## config.mk

```make
export PLATFORM = sky130hd
export DESIGN_NAME = fbu_ctrl
export DESIGN_NICKNAME = d
export VERILOG_FILES = /design/src/hw/rtl/fbu_pkg.sv /design/src/hw/rtl/fbu_ctrl.sv
export VERILOG_INCLUDE_DIRS = /design/src /design/src/hw/rtl
export SDC_FILE = /design/constraint.sdc
export NUM_CORES = 1
export LEC_CHECK = 0
export ABC_AREA = 0
export BUFFER_PORTS_ARGS = -buffer_cell sky130_fd_sc_hd__buf_4
export CAP_MARGIN = 20
export CORE_MARGIN = 3
export CORE_UTILIZATION = 35
export CTS_BUF_LIST = sky130_fd_sc_hd__clkbuf_4 sky130_fd_sc_hd__clkbuf_8
export DETAILED_ROUTE_END_ITERATION = 8
export HOLD_SLACK_MARGIN = 0.05
export MAX_ROUTING_LAYER = met4
export PLACE_DENSITY = 0.7
export RECOVER_POWER = 50
export SYNTH_ARGS = -nofsm -noshare
export SYNTH_HDL_FRONTEND = slang
export SYNTH_SLANG_ARGS = --single-unit
```

## constraint.sdc

```tcl
create_clock -name clk -period 1.4 [get_ports clk]
set_input_delay 0.07 -clock clk [delete_from_list [all_inputs] [get_ports clk]]
set_output_delay 0.07 -clock clk [all_outputs]
set_load 0.03 [all_outputs]
```

## src/hw/rtl/factorial_binomial_unit_defines.svh

```systemverilog
// ----------------------------------------------------------------------------
// factorial_binomial_unit_defines
// assertion macros shared by the factorial and binomial unit
// ----------------------------------------------------------------------------
`ifndef FACTORIAL_BINOMIAL_UNIT_DEFINES_SVH
`define FACTORIAL_BINOMIAL_UNIT_DEFINES_SVH

// same-cycle implication, sampled on clk, off while rst_n is low
`define FBU_ASSERT_IMP(label, ante, cons, msg) \
    label: assert property (@(posedge clk) disable iff (!rst_n) (ante) |-> (cons)) \
        else $error(msg);

// next-cycle implication, sampled on clk, off while rst_n is low
`define FBU_ASSERT_NXT(label, ante, cons, msg) \
    label: assert property (@(posedge clk) disable iff (!rst_n) (ante) |=> (cons)) \
        else $error(msg);

`endif

```

## src/hw/rtl/fbu_pkg.sv

```systemverilog
// ----------------------------------------------------------------------------
// fbu_pkg
// types and constants of the factorial and binomial unit
// ----------------------------------------------------------------------------
`default_nettype none

package fbu_pkg;

    localparam int FIELD_W = 64;
    localparam int OP_W    = 3;
    localparam int ST_W    = 2;

    typedef logic [OP_W-1:0] opcode_t;
    typedef logic [ST_W-1:0] status_t;

    localparam opcode_t OP_FALL   = 3'd0;
    localparam opcode_t OP_RISE   = 3'd1;
    localparam opcode_t OP_FACT   = 3'd2;
    localparam opcode_t OP_MULTI  = 3'd3;
    localparam opcode_t OP_DOUBLE = 3'd4;
    localparam opcode_t OP_BINOM  = 3'd5;

    localparam status_t ST_OK      = 2'd0;
    localparam status_t ST_INVALID = 2'd1;
    localparam status_t ST_RANGE   = 2'd2;

    typedef struct packed {
        opcode_t              opcode;
        logic [FIELD_W-1:0]   n_value;
        logic [FIELD_W-1:0]   k_value;
    } req_item_t;

    typedef struct packed {
        logic [FIELD_W-1:0]   result_value;
        status_t              status;
    } rsp_item_t;

    // controller to datapath
    typedef struct packed {
        logic load;
        logic prep_a;
        logic prep_b;
        logic mul_start;
        logic mul_commit;
        logic div_start;
        logic div_commit;
        logic out_load;
    } fbu_cmd_t;

    // datapath to controller
    typedef struct packed {
        logic early_done;
        logic loop_done;
        logic need_div;
        logic mul_done;
        logic mul_ovf;
        logic div_done;
    } fbu_stat_t;

endpackage

`default_nettype wire

```

## src/hw/rtl/fbu_ctrl.sv

```systemverilog
// ----------------------------------------------------------------------------
// fbu_ctrl
// controller: sequences setup, multiply and divide steps, owns both handshakes
// ----------------------------------------------------------------------------
`default_nettype none
`include "factorial_binomial_unit_defines.svh"

module fbu_ctrl
    import fbu_pkg::*;
(
    input  wire logic      clk,
    input  wire logic      rst_n,
    input  wire logic      req_valid,
    output logic           req_stall,
    output logic           rsp_valid,
    input  wire logic      rsp_stall,
    input  wire fbu_stat_t st,
    output fbu_cmd_t       cmd
);

    typedef enum logic [6:0] {
        S_IDLE   = 7'b0000001,
        S_PREP_A = 7'b0000010,
        S_PREP_B = 7'b0000100,
        S_CHECK  = 7'b0001000,
        S_MUL    = 7'b0010000,
        S_DIV    = 7'b0100000,
        S_DONE   = 7'b1000000
    } state_t;

    state_t state_reg;
    state_t state_next;
    logic   out_valid_reg;
    logic   out_valid_next;

    always_comb
    begin
        state_next = state_reg;
        cmd        = '0;
        unique case (state_reg)
            S_IDLE:
            begin
                if (req_valid)
                begin
                    cmd.load   = 1'b1;
                    state_next = S_PREP_A;
                end
            end
            S_PREP_A:
            begin
                cmd.prep_a = 1'b1;
                state_next = S_PREP_B;
            end
            S_PREP_B:
            begin
                cmd.prep_b = 1'b1;
                state_next = st.early_done ? S_DONE : S_CHECK;
            end
            S_CHECK:
            begin
                if (st.loop_done)
                begin
                    state_next = S_DONE;
                end
                else
                begin
                    cmd.mul_start = 1'b1;
                    state_next    = S_MUL;
                end
            end
            S_MUL:
            begin
                if (st.mul_done)
                begin
                    cmd.mul_commit = 1'b1;
                    if (st.mul_ovf)
                    begin
                        state_next = S_DONE;
                    end
                    else if (st.need_div)
                    begin
                        cmd.div_start = 1'b1;
                        state_next    = S_DIV;
                    end
                    else
                    begin
                        state_next = S_CHECK;
                    end
                end
            end
            S_DIV:
            begin
                if (st.div_done)
                begin
                    cmd.div_commit = 1'b1;
                    state_next     = S_CHECK;
                end
            end
            S_DONE:
            begin
                // result register free, or its transaction completes now
                if (!out_valid_reg || !rsp_stall)
                begin
                    cmd.out_load = 1'b1;
                    state_next   = S_IDLE;
                end
            end
            default:
            begin
                state_next = S_IDLE;
            end
        endcase
    end

    assign out_valid_next = cmd.out_load ? 1'b1 : (out_valid_reg && rsp_stall);

    always_ff @(posedge clk or negedge rst_n)
    begin
        if (!rst_n)
        begin
            state_reg     <= S_IDLE;
            out_valid_reg <= 1'b0;
        end
        else
        begin
            state_reg     <= state_next;
            out_valid_reg <= out_valid_next;
        end
    end

    assign req_stall = (state_reg != S_IDLE);
    assign rsp_valid = out_valid_reg;

    `FBU_ASSERT_NXT(a_accept_starts_setup, req_valid && !req_stall, state_reg == S_PREP_A, "accepted transaction did not start setup")
    `FBU_ASSERT_IMP(a_mul_done_in_mul, st.mul_done, state_reg == S_MUL, "multiplier finished outside multiply state")
    `FBU_ASSERT_IMP(a_div_done_in_div, st.div_done, state_reg == S_DIV, "divider finished outside divide state")
    `FBU_ASSERT_IMP(a_no_result_overwrite, cmd.out_load, !out_valid_reg || !rsp_stall, "result register overwritten while stalled")

endmodule

`default_nettype wire

```

==> results.md, run 1 <==
* Syn Inst Count at 58
* Cell leakage power at 0.487 nW
* Pwr dens at ~1500 mW/mm^2
* Die Span Y at between 40 and 50 um
* Vias per cell at approximately 5.2
* Routed wire per std cell at ~14 um
* Unique masters post-synth at 29
* Worst setup path endpoint: cmd[2]
* Setup violations, final at 12
* Clk_lat worst skew at between 0.2 and 0.3 ns
* Iteration-0 DRC Markers at 14
* Hold Vio Cnt, Final at 0
* Post-synth net total at 68
* Sequential area share after synthesis at roughly two fifths
* FMAX at between 600 and 700 MHz
* Antenna diodes at 0
* Post-synth EDFFs at 0
* Vias in the first global route at between 600 and 700
* Largest net degree at the start of global routing at 9
* Crit-path max FO at 5
* Final core occ at between 70 and 80%
* Ports at 20
* Post-layout min period at roughly 1.6 ns
* Worst-case reg-to-reg path depth at 5
* Gpl congestion at approximately 0.79
* Nets at ~120
* Port Buffers at 19
* Critical register-to-register path startpoint: state_reg[5]
* Period utilization at 116%
* Status: finished with violations
* Remaining DRCs at 0
* Core area at between 0.001 and 0.0015 sq mm
* CP arrival at ~1.6 ns
* Final WS setup at -0.228 ns
* Largest register FFs at 7
* Layout area overhead at 94.4%
* Htree depth at 1
* Total grt overflow at 0
* Rows at 13
* Synth Area per Inst at about 8.9 sq um
* GR Util All Layers at around a fifth
* Clock root cell: clkbuf_4
* Overall Power at 1.49 mW
* Slew Viols, Final at 0
* Starting Density at 38.6%
* Die width at between 40 and 50 um
* Tightest Pin Transition at 0.432 ns
* Crit path from: state_reg[2]
* Synthesized area at around 500 sq um
* Setup crit end kind: output port
* Top_reg_cell synth: dfrtp_1
* Die footprint at between 0.0015 and 0.002 sq mm
* Slew Limit Headroom at 71.2%
* Max rail drop VDD at just over 1000 uV
* HPWL after DPL at between 1000 and 1500 um
* Maxcap violations at 0
* Vias at around 600
* CTS tree: built
* First drt pass iteration count at 4
* Data required, critical path at 1.33 ns
* Sink Count at 8
* Placement Setup Slack at between 0.02 and 0.025 ns
* Yosys reg bits at 8
* Critical register-to-register path endpoint: state_reg[3]
* RSZ-0062 raised after global routing: true
* First-pass GRT wire length at between 2000 and 3000 um
* Reg-to-reg slack, setup at -0.07 ns
* Fin Clk Skew at 0.00100 ns
* Initial antenna violation count at 0
* Hold Crit Class: in2reg
* Critical path class: reg2out
* Asr flop ratio synth at 100%
* Num CTS Buffers at 3
* Layout cells sized above 1 at between 50% and 60%
* DRT Wirelength at 1690 um
* CTS max path bufs at 2
* Startpoint Class: register
* Reg clk slew, reported paths at around 0.060 ns
* Post-route ant nets at 0
* Failing checks: setup timing
* YS warnings at 0
[metrics by stage]
step           TNS, ns  hold WS (ns)  std cells  cell area, sq um
2_1_floorplan   -0.168        -0.226         58               532
3_3_place_gp         0        -0.109         98               738
3_5_place_dp         0        -0.108         98               738
4_1_cts         -0.890         0.106        110               860
5_1_grt          -2.11         0.118        119              1000
6_report         -1.07         0.111        119              1000
[cells by family after synthesis]
family	Yosys count	share of synthesized area [%]
AOI/OAI and AO/OA	14	18.3
buffers and inverters	3	2.19
DFF	8	39.2
and+or+nand+nor	33	40.4
[worst min path at each step]
stage	startpoint	to	slack (ns)	cells after the start
after floorplan	rst_n	rsp_valid	-0.23	0
after global placement	rst_n	state_reg[6]	-0.11	1
after detailed placement	rst_n	state_reg[5]	-0.11	1
after CTS	st[3]	state_reg[3]	0.11	4
after global routing	st[5]	state_reg[3]	0.12	3
final	st[3]	state_reg[3]	0.11	4
[Yosys cell counts (2+ instances only)]
| master | n | share of area [%] |
|---|---|---|
| and3_1 | 2 | 2.4 |
| nand2_1 | 5 | 3.7 |
| nor2b_1 | 4 | 4.9 |
| a31oi_1 | 2 | 2.4 |
| a21oi_1 | 2 | 1.9 |
| nor2_2 | 2 | 2.4 |
| nand4_1 | 3 | 3.7 |
| nand4b_1 | 2 | 3.4 |
| dfrtp_1 | 7 | 34 |
| o21ai_0 | 2 | 1.9 |
| a22oi_1 | 2 | 2.9 |
| inv_1 | 3 | 2.2 |
| nor2_1 | 6 | 4.4 |
[worst max-delay path: stages (launching register included)]
cell and delay (ns):
dfrtp_2 0.43, nor3_4 0.26, and3_4 0.24, and4b_2 0.24
buf_6 0.13
[cell type report]
cell class                 instances  area, sq um
inverter                           3         11.3
clock buffer                       4         30.0
fill                              94          334
multi-input combinational         47          374
timing repair buffer              42          363
tap                               15         18.8
sequential                         8          203
[cells in the final DEF, fill, tap and decap left out, drive strengths merged, types with 2 or more instances in the layout]
cell type | netlist | layout
dfrtp | 7 | 7
a31oi | 2 | 2
inv | 3 | 3
nor2 | 8 | 8
nand4b | 2 | 2
dlygate4sd3 | 0 | 4
clkbuf | 0 | 5
nand4 | 3 | 3
nor2b | 4 | 4
a22oi | 2 | 2
and3 | 3 | 3
nand2 | 5 | 5
a21oi | 2 | 2
buf | 0 | 37
o21ai | 2 | 2
[metal layers]
metal / wire [um] / track usage (%) / part of all wire (%)
met5: 0 / - / 0
met1: 686 / 21.6 / 41
met4: 15 / 9.04 / 0.89
met2: 919 / 31.4 / 54
met3: 70 / 2.44 / 4.1
[where the power goes]
group          leakage [nW]  switching, mW  internal (mW)
combinational         0.363          0.451          0.488
sequential            0.105         0.0561          0.284
clock                0.0184         0.0834          0.129
total                 0.487          0.591          0.901
[what timing repair did]
item,CTS,global route
hold buffers,4,0
endpoints found under the hold margin,11,0
resized for setup,6,19
setup buffers,5,11
pin swaps,7,11
setup endpoints to repair,8,14
No activity file was read; power rests on OpenSTA's default activity.
==> run 2: changes to the inputs <==
--- a/config.mk
+++ b/config.mk
@@ -9,13 +9,13 @@
 export ABC_AREA = 0
 export BUFFER_PORTS_ARGS = -buffer_cell sky130_fd_sc_hd__buf_4
 export CAP_MARGIN = 20
-export CORE_MARGIN = 3
-export CORE_UTILIZATION = 35
+export CORE_AREA = 3 3 40 42
 export CTS_BUF_LIST = sky130_fd_sc_hd__clkbuf_4 sky130_fd_sc_hd__clkbuf_8
 export DETAILED_ROUTE_END_ITERATION = 8
+export DIE_AREA = 0 0 43 45
 export HOLD_SLACK_MARGIN = 0.05
 export MAX_ROUTING_LAYER = met4
-export PLACE_DENSITY = 0.7
+export PLACE_DENSITY = 0.75
 export RECOVER_POWER = 50
 export SYNTH_ARGS = -nofsm -noshare
 export SYNTH_HDL_FRONTEND = slang
==> results.md, run 2 (same netlist as run 1, synthesis figures left out) <==
* Die footprint at ~0.0019 sq mm
* Ports at 20
* Tightest Pin Transition at approximately 0.48 ns
* GR Util All Layers at 19.7%
* Final WS setup at -0.165 ns
* Initial antenna violation count at 0
* Sink Count at 8
* DRT Wirelength at 1850 um
* Rows at 13
* RSZ-0062 raised after global routing: true
* Port Buffers at 19
* CTS max path bufs at 2
* Failing checks: setup timing
* Pwr dens at between 1000 and 1500 mW/mm^2
* Most frequent cells in the layout: 25 x buf_4, 9 x buf_6, 6 x dfrtp_1
* Total grt overflow at 0
* Hold Worst Slack at between 0.07 and 0.08 ns
* Vias at between 600 and 700
* Startpoint Class: register
* Vias in the first global route at ~630
* Starting Density at 40.0%
* Setup crit end kind: output port
* Placement Setup Slack at -0.0463 ns
* Htree depth at 1
* Clock network power share at approximately 16%
* Num CTS Buffers at 3
* CTS tree: built
* Die width at around 43 um
* Worst stage delay on the critical path at 0.41 ns
* Antenna diodes at 0
* Period utilization at 112%
* Data required, critical path at around 1.3 ns
* HPWL after DPL at about 1100 um
* Iteration-0 DRC Markers at 23
* Clock root cell: clkbuf_4
* Gpl congestion at about 0.77
* Core area at between 0.001 and 0.0015 sq mm
* Internal power at 822 uW
* Layout cells sized above 1 at a little under three fifths
* Post-layout min period at around 1.6 ns
* Maxcap violations at 0
* Max rail drop VDD at approximately 700 uV
* Slew Limit Headroom at between 60% and 70%
* Multi-input logic area at about 380 sq um
* FMAX at roughly 640 MHz
* Die Span Y at 45 um
* Layout area overhead at 87.8%
* Clk_lat worst skew at between 0.2 and 0.3 ns
* Reg clk slew, reported paths at around 0.060 ns
* Nets at 111
* Layout fillers at 92
* Critical path class: reg2out
* First drt pass iteration count at 4
* Final core occ at 75.2%
* Register area at about 200 sq um
* Largest net degree at the start of global routing at 9
* Cell leakage power at between 0.4 and 0.5 nW
* Crit-path max FO at 4
* Comb power frac at between 50% and 60%
* Hold Vio Cnt, Final at 0
* Status: finished with violations
* Critical path's slowest cell: dfrtp_1
* Remaining DRCs at 0
* Slew Viols, Final at 0
* Sw frac at around 40%
* Commonest non-fill, non-tap cell in the layout: buf_4
* Sw Pwr at roughly 570 uW
* Hold Crit Class: in2reg
* CP arrival at roughly 1.5 ns
* Seq pwr share at 25.6%
* Vias per cell at about 5.7
* Fin Clk Skew at approximately 0.0016 ns
* First-pass GRT wire length at ~2700 um
* Cell Chain, Critical Path: nor2_2 > nand3b_1 > nor3b_2 > buf_4
* Largest register FFs at 7
* Setup violations, final at 12
* Routed wire per std cell at ~16 um
* Post-route ant nets at 0
run 2: repair_timing:
| item | CTS | global route |
|---|---|---|
| pin swaps | 8 | 9 |
| hold buffers | 3 | 0 |
| setup buffers | 6 | 6 |
| resized for setup | 9 | 12 |
| setup endpoints to repair | 10 | 13 |
| endpoints found under the hold margin | 10 | 0 |
run 2: layer usage:
metal	wire, um	vias to the layer above	track usage, %
met5	0	-	-
met4	23	0	9.04
met3	121	2	3.59
met2	892	39	34.1
met1	814	306	22.2
li1	-	306	-
run 2: final timing paths:
check | start | end | slack (ns) | depth (start not counted)
max in group asynchronous | rst_n | state_reg[2] | 0.78 | 2
min reg2reg | rsp_valid | rsp_valid | 0.60 | 2
max | state_reg[1] | cmd[4] | -0.17 | 4
max reg2reg | state_reg[1] | state_reg[3] | -0.05 | 4
min in group asynchronous | rst_n | state_reg[1] | 0.27 | 2
min | rsp_stall | rsp_valid | 0.08 | 3
run 2: power groups by stage:
stage,Combinational [mW],Clock (mW),Sequential (mW)
after global placement,0.562,0,0.341
after detailed placement,0.567,0,0.347
after floorplan,0.364,0,0.338
final,0.816,0.217,0.356
after CTS,0.698,0.220,0.345
after global routing,0.868,0.243,0.361
run 2: cell type report:
type                            count  area share [%]
Tap cell                           15            1.94
Inverter                            3            1.17
Timing Repair Buffer               38            33.4
Clock buffer                        4            3.11
Sequential cell                     8            21.0
Multi-Input combinational cell     47            39.4
run 2: worst max-delay path: cells and delay by family, from the launching register on:
kind	cells	cell delay, ns
buffers and inverters	1	0.19
DFF	1	0.41
and+or+nand+nor	3	0.63
run 2: per-stage QoR:
stage,setup TNS (ns),area (sq um),power [mW],cells
finish,-1.02,966,1.39,115
global placement,-0.0207,731,0.903,97
global route,-2.01,966,1.47,115
detailed placement,-0.0463,731,0.913,97
floorplan,-0.168,532,0.702,58
CTS,-0.770,871,1.26,110
==> run 3: changes to the inputs <==
--- a/config.mk
+++ b/config.mk
@@ -17,6 +17,7 @@
 export MAX_ROUTING_LAYER = met4
 export PLACE_DENSITY = 0.75
 export RECOVER_POWER = 50
+export SETUP_SLACK_MARGIN = 0.02
 export SYNTH_ARGS = -nofsm -noshare
 export SYNTH_HDL_FRONTEND = slang
 export SYNTH_SLANG_ARGS = --single-unit
==> results.md, run 3 (same netlist as run 1, synthesis figures left out) <==
* Crit-path max FO at 4
* Antenna diodes at 0
* Largest net degree at the start of global routing at 9
* Num CTS Buffers at 3
* Starting Density at around two fifths
* Reg-to-reg slack, setup at -0.07 ns
* Layout cells sized above 1 at about three fifths
* Rows at 13
* Commonest non-fill, non-tap cell in the layout: buf_4
* Ports at 20
* Clk_lat worst skew at between 0.2 and 0.3 ns
* First drt pass iteration count at 4
* Nets at 111
* Vias per cell at 5.73
* Total negative slack at -1.15 ns
* Total grt overflow at 0
* Htree depth at 1
* Pwr dens at 1470 mW/mm^2
* Status: finished with violations
* GR Util All Layers at between 10% and 20%
* Most frequent cells in the layout: 25 x buf_4, 9 x buf_6, 6 x dfrtp_1
* Failing checks: setup timing
* Die footprint at roughly 0.0019 sq mm
* Hold Crit Class: in2reg
* Maxcap violations at 0
* Routed wire per std cell at between 15 and 20 um
* CP arrival at roughly 1.5 ns
* Reg clk slew, reported paths at around 0.060 ns
* Clock root cell: clkbuf_4
* Period utilization at 114%
* Fin Clk Skew at between 0.001 and 0.0015 ns
* Setup violations, final at 11
* Overall Power at 1.43 mW
* Setup crit end kind: output port
* Core area at around 0.0013 sq mm
* Hold path depth at 3
* Post-route ant nets at 0
* Hold Vio Cnt, Final at 0
* Startpoint Class: register
* Slew Viols, Final at 0
* HPWL after DPL at 1140 um
* Die Span Y at approximately 45 um
* Die width at ~43 um
* Layout area overhead at 89.5%
* Hold path start: rsp_stall
* Critical register-to-register path endpoint: state_reg[3]
* First-pass GRT wire length at roughly 2700 um
* Largest register FFs at 7
* Gpl congestion at around 0.77
* Critical path class: reg2out
* DRT Wirelength at 1900 um
* FMAX at approximately 630 MHz
* Data required, critical path at 1.33 ns
* Sink Count at 8
* Post-layout min period at between 1.5 and 2 ns
* Max rail drop VDD at 720 uV
* CTS tree: built
* Hold Path End: rsp_valid
* Hold Worst Slack at 0.0573 ns
* Tightest Pin Transition at roughly 0.48 ns
* Worst-case reg-to-reg path depth at 4
* CTS max path bufs at 2
* Cell leakage power at roughly 0.47 nW
* Critical register-to-register path startpoint: state_reg[6]
* Vias in the first global route at approximately 620
* Iteration-0 DRC Markers at 14
* Slew Limit Headroom at about 68%
* Final WS setup at -0.190 ns
* Port Buffers at 19
* Vias at 659
* Initial antenna violation count at 0
* RSZ-0062 raised after global routing: true
* Remaining DRCs at 0
-- run 3: cell counts in the layout (fill, tap and decap cells not counted) --
No cell type changed its count.
-- run 3: worst max-delay path: stages (launching register included) --
cell and delay [ns]:
dfrtp_1 0.44, nor2_4 0.16, nand3b_1 0.21, nor3b_2 0.25
buf_4 0.19
-- run 3: worst max path at each step --
| stage | start | to | slack (ns) |
|---|---|---|---|
| global placement | state_reg[5] | state_reg[3] | -0.02 |
| global route | state_reg[6] | cmd[7] | -0.26 |
| detailed placement | state_reg[5] | state_reg[3] | -0.05 |
| floorplan | state_reg[3] | state_reg[5] | -0.07 |
| CTS | state_reg[3] | cmd[2] | -0.15 |
| finish | state_reg[6] | cmd[4] | -0.19 |
-- run 3: area by class of cell --
class	instances	area, sq um
Multi-Input combinational cell	47	389
Sequential cell	8	203
Timing Repair Buffer	38	323
Fill cell	93	310
Inverter	3	11.3
Clock buffer	4	30.0
Tap cell	15	18.8
-- run 3: per-stage QoR --
stage / cells / utilization [%] / cell area, sq um / setup WS [ns]
after floorplan: 58 / - / 532 / -0.0694
after global routing: 115 / 75.9 / 975 / -0.258
after CTS: 110 / 68.3 / 877 / -0.147
after detailed placement: 97 / 56.9 / 731 / -0.0463
after global placement: 97 / 56.9 / 731 / -0.0207
final: 115 / 75.9 / 975 / -0.190
-- run 3: report_power, final --
group / internal (mW) / switching (mW)
Sequential: 0.284 / 0.0713
Combinational: 0.422 / 0.432
Clock: 0.129 / 0.0920
-- run 3: metal layers --
layer / share of wire [%] / global-route usage, % / up-vias
met1: 43 / 22.7 / 316
met4: 2.9 / 9.04 / 0
met5: 0 / - / -
met2: 49 / 33.5 / 34
met3: 5.3 / 3.59 / 6
li1: - / - / 303
-- run 3: what timing repair did --
action / 4_1_cts / 5_1_grt
endpoints found under the setup margin: 11 / 13
cloned: 0 / 0
hold buffers: 3 / 0
gates resized for setup: 11 / 13
endpoints found under the hold margin: 10 / 0
setup buffers: 6 / 6
pin swaps: 8 / 9
